$ cat src/rtl/ffc_pkg.sv
`default_nettype none
package ffc_pkg;

    localparam int FRAC_BITS_DEF = 16;
    localparam int DISP_W        = 64;
    localparam int LIMIT_W       = 30;
    localparam logic [LIMIT_W-1:0] LIMIT_RESET = 30'd999999999;

    localparam logic [1:0] KEY_DIGIT = 2'd0;
    localparam logic [1:0] KEY_OP    = 2'd1;
    localparam logic [1:0] KEY_EQ    = 2'd2;
    localparam logic [1:0] KEY_CLR   = 2'd3;

    localparam logic [2:0] OP_NONE = 3'd0;
    localparam logic [2:0] OP_ADD  = 3'd1;
    localparam logic [2:0] OP_SUB  = 3'd2;
    localparam logic [2:0] OP_MUL  = 3'd3;
    localparam logic [2:0] OP_DIV  = 3'd4;

    localparam logic [DISP_W-1:0] SAT_MAX = {1'b0, {(DISP_W-1){1'b1}}};
    localparam logic [DISP_W-1:0] SAT_MIN = {1'b1, {(DISP_W-1){1'b0}}};

    typedef struct packed {
        logic [1:0] req_type;
        logic [3:0] digit;
        logic [2:0] op_code;
    } key_t;

    typedef struct packed {
        logic signed [DISP_W-1:0] shown_value;
        logic                     error_flag;
        logic [2:0]               pending_operator;
    } res_t;

    typedef struct packed {
        logic accept;
        logic digit;
        logic clear;
        logic addsub;
        logic div_err;
        logic start;
        logic finish;
        logic latch;
        logic push;
    } cmd_t;

    typedef struct packed {
        logic [1:0] req_type;
        logic [2:0] op_code;
        logic [2:0] pending;
        logic       error;
        logic       fresh;
        logic       disp_zero;
        logic       unit_done;
    } stat_t;

endpackage
`default_nettype wire

$ cat src/rtl/four_function_calculator_top.sv
// Sequence: the key is registered, then executed. Digit, clear, add and subtract
// results then go to the output register; an operator that chains an add or
// subtract first latches its own op as pending; a multiply or divide runs on the
// shared one-bit-per-cycle multiply/divide unit (then latches, when chained).
// Throughput: one key at a time; the next key is taken once the result of the
// previous one is in the output register.
// Reset (rst_n, async low) clears display, operand, pending op and error,
// sets the fresh-entry flag and loads the entry limit with 999999999.
`default_nettype none
module four_function_calculator_top #(
    parameter int FRAC_BITS = ffc_pkg::FRAC_BITS_DEF
) (
    input  wire logic                         clk,
    input  wire logic                         rst_n,
    input  wire logic                         key_valid,
    output logic                              key_stall,
    input  wire ffc_pkg::key_t                key,
    output logic                              res_valid,
    input  wire logic                         res_stall,
    output ffc_pkg::res_t                     res,
    input  wire logic                         cfg_valid,
    output logic                              cfg_ready,
    input  wire logic [ffc_pkg::LIMIT_W-1:0]  cfg_data
);
    ffc_pkg::cmd_t  cmd;
    ffc_pkg::stat_t stat;

    assign cfg_ready = 1'b1;

    ffc_ctrl u_ctrl (
        .clk       (clk),
        .rst_n     (rst_n),
        .key_valid (key_valid),
        .key_stall (key_stall),
        .res_valid (res_valid),
        .res_stall (res_stall),
        .stat      (stat),
        .cmd       (cmd)
    );

    ffc_datapath #(.FRAC_BITS(FRAC_BITS)) u_datapath (
        .clk      (clk),
        .rst_n    (rst_n),
        .cmd      (cmd),
        .stat     (stat),
        .key      (key),
        .cfg_we   (cfg_valid && cfg_ready),
        .cfg_data (cfg_data),
        .res      (res)
    );

endmodule
`default_nettype wire

$ cat src/rtl/ffc_muldiv.sv
`default_nettype none
module ffc_muldiv #(
    parameter int FRAC_BITS = ffc_pkg::FRAC_BITS_DEF
) (
    input  wire logic                        clk,
    input  wire logic                        rst_n,
    input  wire logic                        start,
    input  wire logic                        is_div,
    input  wire logic [ffc_pkg::DISP_W-1:0]  a,
    input  wire logic [ffc_pkg::DISP_W-1:0]  b,
    output logic                             done,
    output logic [ffc_pkg::DISP_W-1:0]       result
);
    localparam int W  = ffc_pkg::DISP_W;
    localparam int QW = W + FRAC_BITS;
    localparam int CW = $clog2(QW + 1);

    logic          busy_reg, busy_next;
    logic          done_reg, done_next;
    logic          div_reg, neg_reg;
    logic [CW-1:0] cnt_reg;
    logic [W-1:0]  mcand_reg, mplier_reg, rem_reg;
    logic [2*W-1:0] acc_reg;
    logic [QW-1:0] num_reg, quo_reg;

    logic [W-1:0]   ma, mb;
    logic [W:0]     sum;
    logic [W:0]     rem_sh;
    logic           ge;
    logic [W:0]     rem_diff;
    logic [2*W-1:0] mag;

    assign ma = a[W-1] ? (~a + W'(1)) : a;
    assign mb = b[W-1] ? (~b + W'(1)) : b;

    assign sum      = {1'b0, acc_reg[2*W-1:W]} + (mplier_reg[0] ? {1'b0, mcand_reg} : '0);
    assign rem_sh   = {rem_reg, num_reg[QW-1]};
    assign ge       = rem_sh >= {1'b0, mcand_reg};
    assign rem_diff = rem_sh - {1'b0, mcand_reg};

    always_comb
    begin
        busy_next = busy_reg;
        done_next = 1'b0;
        if (start)
        begin
            busy_next = 1'b1;
        end
        else if (busy_reg && cnt_reg == '0)
        begin
            busy_next = 1'b0;
            done_next = 1'b1;
        end
    end

    always_ff @(posedge clk or negedge rst_n)
    begin
        if (!rst_n)
        begin
            busy_reg <= 1'b0;
            done_reg <= 1'b0;
        end
        else
        begin
            busy_reg <= busy_next;
            done_reg <= done_next;
        end
    end

    always_ff @(posedge clk)
    begin
        if (start)
        begin
            div_reg    <= is_div;
            neg_reg    <= a[W-1] ^ b[W-1];
            cnt_reg    <= is_div ? CW'(QW - 1) : CW'(W - 1);
            mcand_reg  <= is_div ? mb : ma;
            mplier_reg <= mb;
            acc_reg    <= '0;
            num_reg    <= QW'(ma) << FRAC_BITS;
            rem_reg    <= '0;
            quo_reg    <= '0;
        end
        else if (busy_reg)
        begin
            cnt_reg <= cnt_reg - CW'(1);
            if (div_reg)
            begin
                rem_reg <= ge ? rem_diff[W-1:0] : rem_sh[W-1:0];
                quo_reg <= {quo_reg[QW-2:0], ge};
                num_reg <= num_reg << 1;
            end
            else
            begin
                acc_reg    <= {sum, acc_reg[W-1:1]};
                mplier_reg <= mplier_reg >> 1;
            end
        end
    end

    assign mag = div_reg ? (2*W)'(quo_reg) : (acc_reg >> FRAC_BITS);

    // saturate the magnitude back to a signed value
    always_comb
    begin
        if (!neg_reg)
        begin
            result = (|mag[2*W-1:W-1]) ? ffc_pkg::SAT_MAX : mag[W-1:0];
        end
        else
        begin
            result = ((|mag[2*W-1:W]) || mag[W-1:0] >= ffc_pkg::SAT_MIN)
                   ? ffc_pkg::SAT_MIN : (~mag[W-1:0] + W'(1));
        end
    end

    assign done = done_reg;

endmodule
`default_nettype wire

$ cat src/rtl/ffc_datapath.sv
`default_nettype none
module ffc_datapath #(
    parameter int FRAC_BITS = ffc_pkg::FRAC_BITS_DEF
) (
    input  wire logic                          clk,
    input  wire logic                          rst_n,
    input  wire ffc_pkg::cmd_t                 cmd,
    output ffc_pkg::stat_t                     stat,
    input  wire ffc_pkg::key_t                 key,
    input  wire logic                          cfg_we,
    input  wire logic [ffc_pkg::LIMIT_W-1:0]   cfg_data,
    output ffc_pkg::res_t                      res
);
    localparam int W = ffc_pkg::DISP_W;

    logic [W-1:0] display_reg, display_next;
    logic [W-1:0] operand_reg, operand_next;
    logic [2:0]   pending_reg, pending_next;
    logic         fresh_reg, fresh_next;
    logic         error_reg, error_next;
    logic [ffc_pkg::LIMIT_W-1:0] limit_reg;
    ffc_pkg::key_t key_reg;
    ffc_pkg::res_t res_reg;

    logic [W-1:0] base, cap, dfix, dig_val;
    logic [W+3:0] grown;
    logic [W:0]   s65;
    logic [W-1:0] as_val;
    logic [W-1:0] unit_result;
    logic         unit_done;

    ffc_muldiv #(.FRAC_BITS(FRAC_BITS)) u_muldiv (
        .clk    (clk),
        .rst_n  (rst_n),
        .start  (cmd.start),
        .is_div (pending_reg == ffc_pkg::OP_DIV),
        .a      (operand_reg),
        .b      (display_reg),
        .done   (unit_done),
        .result (unit_result)
    );

    // digit entry: display*10 + digit, capped
    assign base  = (error_reg || fresh_reg || display_reg[W-1]) ? '0 : display_reg;
    assign cap   = W'(limit_reg) << FRAC_BITS;
    assign dfix  = W'(key_reg.digit) << FRAC_BITS;
    assign grown = {1'b0, base, 3'b000} + {3'b000, base, 1'b0} + (W+4)'(dfix);
    assign dig_val = (dfix >= cap || grown > (W+4)'(cap)) ? cap : grown[W-1:0];

    assign s65 = {operand_reg[W-1], operand_reg}
               + ((pending_reg == ffc_pkg::OP_SUB)
                  ? (~{display_reg[W-1], display_reg} + (W+1)'(1))
                  : {display_reg[W-1], display_reg});
    assign as_val = (s65[W] != s65[W-1])
                  ? (s65[W] ? ffc_pkg::SAT_MIN : ffc_pkg::SAT_MAX) : s65[W-1:0];

    always_comb
    begin
        display_next = display_reg;
        operand_next = operand_reg;
        pending_next = pending_reg;
        fresh_next   = fresh_reg;
        error_next   = error_reg;
        priority if (cmd.clear)
        begin
            display_next = '0;
            operand_next = '0;
            pending_next = ffc_pkg::OP_NONE;
            fresh_next   = 1'b1;
            error_next   = 1'b0;
        end
        else if (cmd.digit)
        begin
            display_next = dig_val;
            fresh_next   = 1'b0;
            error_next   = 1'b0;
        end
        else if (cmd.addsub || cmd.finish)
        begin
            display_next = cmd.addsub ? as_val : unit_result;
            pending_next = ffc_pkg::OP_NONE;
            fresh_next   = 1'b1;
        end
        else if (cmd.div_err)
        begin
            error_next   = 1'b1;
            pending_next = ffc_pkg::OP_NONE;
            fresh_next   = 1'b1;
        end
        else if (cmd.latch)
        begin
            operand_next = display_reg;
            pending_next = key_reg.op_code;
            fresh_next   = 1'b1;
        end
    end

    always_ff @(posedge clk or negedge rst_n)
    begin
        if (!rst_n)
        begin
            display_reg <= '0;
            operand_reg <= '0;
            pending_reg <= ffc_pkg::OP_NONE;
            fresh_reg   <= 1'b1;
            error_reg   <= 1'b0;
            limit_reg   <= ffc_pkg::LIMIT_RESET;
        end
        else
        begin
            display_reg <= display_next;
            operand_reg <= operand_next;
            pending_reg <= pending_next;
            fresh_reg   <= fresh_next;
            error_reg   <= error_next;
            if (cfg_we)
            begin
                limit_reg <= cfg_data;
            end
        end
    end

    always_ff @(posedge clk)
    begin
        if (cmd.accept)
        begin
            key_reg <= key;
        end
        if (cmd.push)
        begin
            res_reg.shown_value      <= display_reg;
            res_reg.error_flag       <= error_reg;
            res_reg.pending_operator <= pending_reg;
        end
    end

    assign stat.req_type  = key_reg.req_type;
    assign stat.op_code   = key_reg.op_code;
    assign stat.pending   = pending_reg;
    assign stat.error     = error_reg;
    assign stat.fresh     = fresh_reg;
    assign stat.disp_zero = display_reg == '0;
    assign stat.unit_done = unit_done;
    assign res = res_reg;

endmodule
`default_nettype wire

$ cat src/rtl/ffc_ctrl.sv
`default_nettype none
module ffc_ctrl (
    input  wire logic           clk,
    input  wire logic           rst_n,
    input  wire logic           key_valid,
    output logic                key_stall,
    output logic                res_valid,
    input  wire logic           res_stall,
    input  wire ffc_pkg::stat_t stat,
    output ffc_pkg::cmd_t       cmd
);
    localparam logic [2:0] S_IDLE  = 3'd0;
    localparam logic [2:0] S_EXEC  = 3'd1;
    localparam logic [2:0] S_WAIT  = 3'd2;
    localparam logic [2:0] S_LATCH = 3'd3;
    localparam logic [2:0] S_PUSH  = 3'd4;

    logic [2:0] state_reg, state_next;
    logic       valid_reg, valid_next;
    logic       is_op, op_ok, after_eval;

    assign is_op      = stat.req_type == ffc_pkg::KEY_OP;
    assign op_ok      = stat.op_code != ffc_pkg::OP_NONE && stat.op_code <= ffc_pkg::OP_DIV;
    assign after_eval = is_op ? 1'b1 : 1'b0;

    always_comb
    begin
        cmd        = '0;
        state_next = state_reg;
        valid_next = valid_reg && res_stall;
        unique case (state_reg)
            S_IDLE:
            begin
                if (key_valid)
                begin
                    cmd.accept = 1'b1;
                    state_next = S_EXEC;
                end
            end
            S_EXEC:
            begin
                state_next = S_PUSH;
                unique case (stat.req_type)
                    ffc_pkg::KEY_DIGIT: cmd.digit = 1'b1;
                    ffc_pkg::KEY_CLR:   cmd.clear = 1'b1;
                    default:
                    begin
                        // equals, or operator with a pending op over a new entry
                        if (!stat.error && stat.pending != ffc_pkg::OP_NONE
                            && (!is_op || (op_ok && !stat.fresh)))
                        begin
                            if (stat.pending == ffc_pkg::OP_ADD
                                || stat.pending == ffc_pkg::OP_SUB)
                            begin
                                cmd.addsub = 1'b1;
                                state_next = after_eval ? S_LATCH : S_PUSH;
                            end
                            else if (stat.pending == ffc_pkg::OP_DIV && stat.disp_zero)
                            begin
                                cmd.div_err = 1'b1;
                                state_next  = after_eval ? S_LATCH : S_PUSH;
                            end
                            else
                            begin
                                cmd.start  = 1'b1;
                                state_next = S_WAIT;
                            end
                        end
                        else if (is_op && op_ok && !stat.error)
                        begin
                            cmd.latch = 1'b1;
                        end
                    end
                endcase
            end
            S_WAIT:
            begin
                if (stat.unit_done)
                begin
                    cmd.finish = 1'b1;
                    state_next = is_op ? S_LATCH : S_PUSH;
                end
            end
            S_LATCH:
            begin
                cmd.latch  = 1'b1;
                state_next = S_PUSH;
            end
            S_PUSH:
            begin
                // hold until the output register is free
                if (!valid_reg || !res_stall)
                begin
                    cmd.push   = 1'b1;
                    valid_next = 1'b1;
                    state_next = S_IDLE;
                end
            end
            default:
            begin
                state_next = S_IDLE;
            end
        endcase
    end

    always_ff @(posedge clk or negedge rst_n)
    begin
        if (!rst_n)
        begin
            state_reg <= S_IDLE;
            valid_reg <= 1'b0;
        end
        else
        begin
            state_reg <= state_next;
            valid_reg <= valid_next;
        end
    end

    assign key_stall = state_reg != S_IDLE;
    assign res_valid = valid_reg;

endmodule
`default_nettype wire

$ cat config.mk
export PLATFORM = sky130hd
export DESIGN_NAME = four_function_calculator_top
export DESIGN_NICKNAME = d
export VERILOG_FILES = /design/src/rtl/ffc_pkg.sv /design/src/rtl/four_function_calculator_top.sv /design/src/rtl/ffc_muldiv.sv /design/src/rtl/ffc_datapath.sv /design/src/rtl/ffc_ctrl.sv
export SDC_FILE = /design/constraint.sdc
export NUM_CORES = 2
export LEC_CHECK = 0
export BUFFER_PORTS_ARGS = -buffer_cell sky130_fd_sc_hd__buf_2
export CORE_MARGIN = 2
export CORE_UTILIZATION = 55
export DETAILED_ROUTE_END_ITERATION = 10
export HOLD_SLACK_MARGIN = 0.12
export PLACE_DENSITY_LB_ADDON = 0.1
export SETUP_SLACK_MARGIN = 0.5
export SLEW_MARGIN = 25
export SYNTH_ARGS = -nofsm -noshare
export SYNTH_HDL_FRONTEND = slang
export SYNTH_SLANG_ARGS = --single-unit
export TNS_END_PERCENT = 1
$ cat constraint.sdc
create_clock -name clk -period 9.8 [get_ports clk]
set_input_delay 0.49 -clock clk [delete_from_list [all_inputs] [get_ports clk]]
set_output_delay 0.49 -clock clk [all_outputs]
set_load 0.02 [all_outputs]
After elaboration in Yosys (flattened, before gate mapping):

Cells that the tools add are included.

* register bits: 719
* bits of input ports: 44
* output and inout bits: 71
* logic and storage cells: 194

* $add $sub $neg: 10
* magnitude comparators: 5
* equality and inequality tests: 18
* mux-type cells: 82
* bitwise gates (word level): 6
* reductions and logical operators: 48

Operators with widths (count)
* 64-bit 2-to-1 mux: 24
* 80-bit 2-to-1 mux: 3
* 64-bit by 1-bit adder with 64-bit output, second input constant: 3
* 64-bit NOT: 3
* 112-bit 2-to-1 mux: 1
* 67-bit by 65-bit adder with 68-bit output: 1
* 68-bit by 20-bit adder with 68-bit output: 1
* 68-bit by 46-bit > comparator with 1-bit output: 1
* 64-bit by 64-bit adder with 65-bit output: 1
* 65-bit by 1-bit adder with 65-bit output, second input constant: 1
* 65-bit adder: 1
* 65-bit by 64-bit >= comparator with 1-bit output: 1
* 65-bit 2-to-1 mux: 1
* 65-bit NOT: 1
* 65-bit OR reduction: 1
* 64-bit >= comparator, second input constant: 1
* 64-bit zero test: 1
* 64-bit OR reduction: 1
* 64-bit subtractor: 1
* 3-bit 2-to-1 mux: 16
* 20-bit by 46-bit >= comparator with 1-bit output: 1
* 1-bit 2-to-1 mux: 30
* 7-bit 2-to-1 mux: 3
* 3-bit one-hot mux with 5 select lines: 1
* 30 further kinds: 70

Depth between registers and ports, before layout:

* word-level depth: 13
* gate-level depth with buffers: 34
* gate-level depth less buffers: 30

By module:

From an unflattened synthesis, not the netlist that was laid out.

* cells, all modules: 6483
* area total of the unflattened synthesis: 53189.8 µm²

By module, submodules not included
* ffc_muldiv: times used 1, cells an instance 3800, area an instance 31084.8 µm², sequential area each 11210.8 µm²
* ffc_datapath: times used 1, cells an instance 2625, area an instance 21635.8 µm², sequential area each 6418.7 µm²
* ffc_ctrl: times used 1, cells an instance 56, area an instance 457.9 µm², sequential area each 100.1 µm²
* four_function_calculator_top: times used 1, cells an instance 2, area an instance 11.3 µm², sequential area each 0.0 µm²

Worst setup path after synthesis:

No wires, ideal clock.

* path type: register to register
* from: register u_datapath.display_reg[63]
* to: register u_datapath.display_reg[42]
* data arrival time: 7350 ps
* required time: 9674 ps
* setup slack: 2324 ps
* stages on the path, launching flop included: 31
* path buffers: 3
* cells stage by stage: dfrtp_1 -> clkbuf_1 -> clkbuf_1 -> or3_1 -> nor2_1 -> ha_1 -> ha_1 -> nand4_2 -> nor4b_4 -> o311ai_2 -> a211oi_4 -> a31oi_4 -> o41ai_4 -> a211o_1 -> xor2_1 -> ha_1 -> nand3_1 -> or3_1 -> or4_1 -> nor4_1 -> o2111ai_1 -> nor4_1 -> o211ai_1 -> nor3_1 -> o2111ai_1 -> nor4_1 -> nand4_1 -> nor4_1 -> buf_4 -> mux2_1 -> a221o_1

* cells in the longest elaborated chain, start to end: 10
* elaborated cells between the ends (all ways): 18
* classes of those cells: add/sub: 4; order compare: 1; eq/ne: 1; mux: 9; bitwise: 1; reduce/logical: 2

Ends and longest elaborated chain
* start: declaration: line ffc_datapath.sv:16 `logic [W-1:0] display_reg, display_next;`
* start signal: assignment: line ffc_datapath.sv:111 `display_reg <= display_next;`
* branches (longest 8 deep; another with 67-bit by 65-bit adder with 68-bit output)
* 64-bit 2-to-1 mux *: line ffc_datapath.sv:72 `else if (cmd.digit)`
* 64-bit 2-to-1 mux *: line ffc_datapath.sv:64 `priority if (cmd.clear)`

Every way passes the cells marked *. The select of a mux whose other input is x is not followed.
A chain may end at the register's enable or synchronous reset.

Worst setup path in the final report:

* from: register u_datapath.error_reg
* to: register u_datapath.display_reg[16]

* cells in the longest elaborated chain, start to end: 10
* elaborated cells between the ends (all ways): 20
* classes of those cells: add/sub: 2; order compare: 1; mux: 9; reduce/logical: 8

Ends and longest elaborated chain
* start: declaration: line ffc_datapath.sv:20 `logic error_reg, error_next;`
* start signal: assignment: line ffc_datapath.sv:115 `error_reg <= error_next;`
* 1-bit logical OR / 1-bit zero test (equally long branches): line ffc_datapath.sv:44, ffc_ctrl.sv:49
* 1-bit logical OR / 1-bit logical AND (equally long branches): line ffc_datapath.sv:44, ffc_ctrl.sv:49
* 64-bit 2-to-1 mux / 1-bit logical AND (equally long branches): line ffc_datapath.sv:44, ffc_ctrl.sv:50
* 67-bit by 65-bit adder with 68-bit output / 3-bit 2-to-1 mux (equally long branches): line ffc_datapath.sv:47, ffc_ctrl.sv:49
* 68-bit by 20-bit adder with 68-bit output / 3-bit 2-to-1 mux (equally long branches): line ffc_datapath.sv:47, ffc_ctrl.sv:43
* 68-bit by 46-bit > comparator with 1-bit output / 5-bit 2-to-1 mux (equally long branches): line ffc_datapath.sv:48, ffc_ctrl.sv:31
* 1-bit logical OR / 64-bit 2-to-1 mux (equally long branches): line ffc_datapath.sv:48, ffc_datapath.sv:80
* 64-bit 2-to-1 mux (on tied branches): line ffc_datapath.sv:48, ffc_datapath.sv:78
* 64-bit 2-to-1 mux: line ffc_datapath.sv:72
* 64-bit 2-to-1 mux: line ffc_datapath.sv:64

Several ways; a longest one is shown, not always the timed one. The select of a mux whose other input is x is not followed.

==> results.json <==
{
  "timing.rr.start": "u_datapath.error_reg$_DFFE_PN0P_",
  "seq_area_frac_synth": 0.346,
  "synth.avg_cell_area_um2": 8.15,
  "hold_viol": 0,
  "reg2reg_to": "u_datapath.display_reg[16]$_DFFE_PN0P_",
  "peakVddDrop_uv": 259,
  "pwr-share-clk": 0.161,
  "worstHoldStart": "key_valid",
  "status": "complete, no violations",
  "synth_cells": 6291,
  "fin_skew_ns": 0.0378,
  "maxCapViolCount": 0,
  "drt_pre_antenna_iters": 6,
  "drive_gt1_frac": 0.0673,
  "ant_nets": 0,
  "core_um2": 92900,
  "clock_sinks": 703,
  "tightest_slew_ns": 1.05,
  "hp-class": "input port to flip-flop",
  "fin_nets": 6602,
  "start_util": 0.552,
  "cts-htree-levels": 3,
  "largest_register_ffs": 112,
  "gp_congestion": 0.976,
  "ys_warn_count": 0,
  "whs_path_depth": 4,
  "drt-initial-drc-count": 4654,
  "pwr_density_cell_nw_per_um2": 378,
  "synthArstFlopShare": 0.240,
  "tns_ns": 0,
  "setup_viol": 0,
  "cts_buffers": 85,
  "critPathLaunchType": "flip-flop",
  "ys_seq_elements": 703,
  "num_vias": 46334,
  "areaGrowthSynthToFinish_pct": 8.96,
  "synth_fp_nets": 6694,
  "stdcell_count": 7525,
  "arrival_ns": 9.27,
  "grt.total_usage": 0.347,
  "overflow": 0,
  "netSwitchingFraction": 0.491,
  "clk_pin_slew_ns": 0.06,
  "path_max_fanout": 48,
  "dp_slack_ns": 1.01,
  "worstSkewPairLatency_ns": 0.68,
  "syn_area_um2": 51300,
  "critPathCaptureType": "flip-flop",
  "synth_edf_count": 278,
  "intPower_mw": 10.7,
  "wl_mm": 169,
  "synthFlopType": "edfxtp_1",
  "wl_per_cell_um": 22.4,
  "wl_met2_mm": 75.0,
  "cpPeakStageDelay_ns": 0.57,
  "cpMaxStageDelayCell": "or4_1",
  "cpMostUsedCell": "nor4_1",
  "fp.dieArea_um2": 95700,
  "viasPerCell": 6.16,
  "whs_ns": 0.298,
  "place_inst": 7325,
  "slew_viol_final": 0,
  "die_y_um": 309,
  "wl_met3_mm": 11.5,
  "timing.final.ws_setup_ns": 1.13,
  "pwr-share-seq": 0.254,
  "crit_required_ns": 10.40,
  "holdPathEnd": "u_ctrl.state_reg[0]$_DFFE_PN0P_",
  "top_layer": "met4",
  "root_buffer": "clkbuf_16",
  "p_comb_frac": 0.585,
  "grt_pass1_wl_mm": 257,
  "rows": 112,
  "antennaDiodeCount": 0,
  "crit_path_start": "u_datapath.error_reg$_DFFE_PN0P_",
  "timing.final.crit_share": 0.885,
  "die_w_um": 309,
  "cts_buffer_depth": 3,
  "io_pins": 115,
  "fin_crit_ns": 8.67,
  "wl_met1_mm": 75.2,
  "rsz0062_at_grt": "false",
  "cts_tree": "yes",
  "port_buffers": 113,
  "clock.fmax_mhz": 115,
  "p_leak_nw": 23.7,
  "relSlewSlack": 0.279,
  "dp_hpwl_mm": 127,
  "grt_pass1_vias": 43534,
  "antenna_found_initial": 4,
  "drcViolationCount": 0,
  "grt_max_degree": 173,
  "r2r_setup_slack_ns": 1.13,
  "p_sw_mw": 10.4,
  "worstSetupPathType": "flip-flop to flip-flop",
  "yosysUniqueCellTypes": 98,
  "postCtsSetupBuffers": 0,
  "r2r_cells": 31
}
[worst max-delay path by stage]
stage               cells after the start  slack [ns]                                     end
detailed placement                     31        1.01  u_datapath.display_reg[16]$_DFFE_PN0P_
floorplan                              30        2.32  u_datapath.display_reg[42]$_DFFE_PN0P_
CTS                                    31        0.95  u_datapath.display_reg[16]$_DFFE_PN0P_
global placement                       31        1.26  u_datapath.display_reg[16]$_DFFE_PN0P_
global route                           31        0.52  u_datapath.display_reg[16]$_DFFE_PN0P_
finish                                 31        1.13  u_datapath.display_reg[16]$_DFFE_PN0P_
[timing repair]
item / 4_1_cts / 5_1_grt
endpoints found under the hold margin: 72 / 0
setup endpoints to repair: 0 / 2
gates resized for setup: 0 / 1
hold buffers: 41 / 0
[cell families after synthesis]
| group | count (synthesis) | share of synthesized area |
|---|---|---|
| compound gates | 1834 | 0.217 |
| xor+xnor | 459 | 0.0784 |
| fa+ha+maj | 359 | 0.0888 |
| buf+inv | 592 | 0.0450 |
| flops | 703 | 0.346 |
| mux | 160 | 0.0315 |
| other cells | 2 | 0.000146 |
| simple gates | 2182 | 0.193 |
[synthesized netlist by cell type (44+ instances only)]
| library cell | count | area (um2) |
|---|---|---|
| a21oi_1 | 626 | 3130 |
| nand2b_1 | 47 | 294 |
| a31oi_1 | 63 | 394 |
| dfrtp_1 | 147 | 3680 |
| or3_1 | 49 | 307 |
| o31ai_1 | 59 | 443 |
| edfxtp_1 | 278 | 8350 |
| xnor2_1 | 224 | 1960 |
| mux2i_1 | 147 | 1470 |
| nor2_1 | 287 | 1080 |
| nor3_1 | 99 | 495 |
| nor4_1 | 46 | 288 |
| inv_1 | 196 | 736 |
| xor2_1 | 235 | 2060 |
| a21o_1 | 190 | 1430 |
| nand3_1 | 83 | 415 |
| dfxtp_1 | 256 | 5120 |
| and2_1 | 140 | 876 |
| ha_1 | 351 | 4390 |
| clkbuf_1 | 349 | 1310 |
| o21ai_0 | 488 | 2440 |
| a211oi_1 | 44 | 330 |
| nand2_1 | 1181 | 4430 |
| nand4_1 | 66 | 413 |
[cell type report]
cell class | instances | area (um2)
Timing Repair Buffer | 217 | 1500
Sequential cell | 703 | 17700
Clock buffer | 114 | 2350
Multi-Input combinational cell | 4996 | 31400
Clock inverter | 45 | 636
Tap cell | 1254 | 1570
Fill cell | 8467 | 37000
Inverter | 196 | 743
[metrics by stage]
step / total power [mW] / area (um2) / utilization
6_report: 21.1 / 55900 / 0.601
5_1_grt: 22.6 / 55900 / 0.601
4_1_cts: 20.9 / 55900 / 0.601
3_5_place_dp: 17.4 / 52500 / 0.565
3_3_place_gp: 17.4 / 52500 / 0.565
2_1_floorplan: 13.9 / 51300 / -
[worst max-delay path, delay by kind of cell, from the launching register on]
kind                     cells  cell delay, ns
multiplexers                 1            0.38
adder cells (fa/ha/maj)      3            1.01
AND/OR/NAND/NOR             12            3.24
buffers and inverters        4            0.94
flip-flops                   1            0.43
AO/OA/AOI/OAI               10            2.29
XOR/XNOR                     1            0.24
[metal layers]
layer / up-vias / global-route usage
li1: 22200 / -
met5: - / 0
met3: 292 / 0.0477
met2: 1645 / 0.544
met4: 0 / 0.141
met1: 22197 / 0.483
[power by group through the flow]
stage | combinational [mW] | sequential (mW) | clock, mW
floorplan | 9.06 | 4.81 | 0
global placement | 12.1 | 5.36 | 0
detailed placement | 12.1 | 5.37 | 0
CTS | 12.1 | 5.33 | 3.43
global route | 13.6 | 5.47 | 3.53
finish | 12.3 | 5.37 | 3.39
[layout by cell type, fill, tap and decap left out, drive strengths merged, types with 27 or more instances in the layout]
| cell | instances |
|---|---|
| inv | 199 |
| or3 | 49 |
| a311oi | 40 |
| edfxtp | 278 |
| mux2i | 147 |
| o211ai | 27 |
| clkbuf | 114 |
| ha | 351 |
| dlygate4sd3 | 41 |
| buf | 176 |
| nor2 | 288 |
| o21a | 36 |
| nor3 | 99 |
| xor2 | 235 |
| dfxtp | 256 |
| and2 | 141 |
| o221ai | 28 |
| a211oi | 46 |
| or2 | 29 |
| nand4 | 67 |
| o22ai | 38 |
| xnor2 | 224 |
| o21bai | 40 |
| o31ai | 60 |
| and3 | 38 |
| nand2b | 48 |
| nand3 | 83 |
| a31oi | 64 |
| nand2 | 1181 |
| nor4 | 47 |
| a21o | 190 |
| a21oi | 627 |
| dfrtp | 147 |
| o21ai | 505 |
| nor2b | 43 |
(Power assumes the default switching activity.)
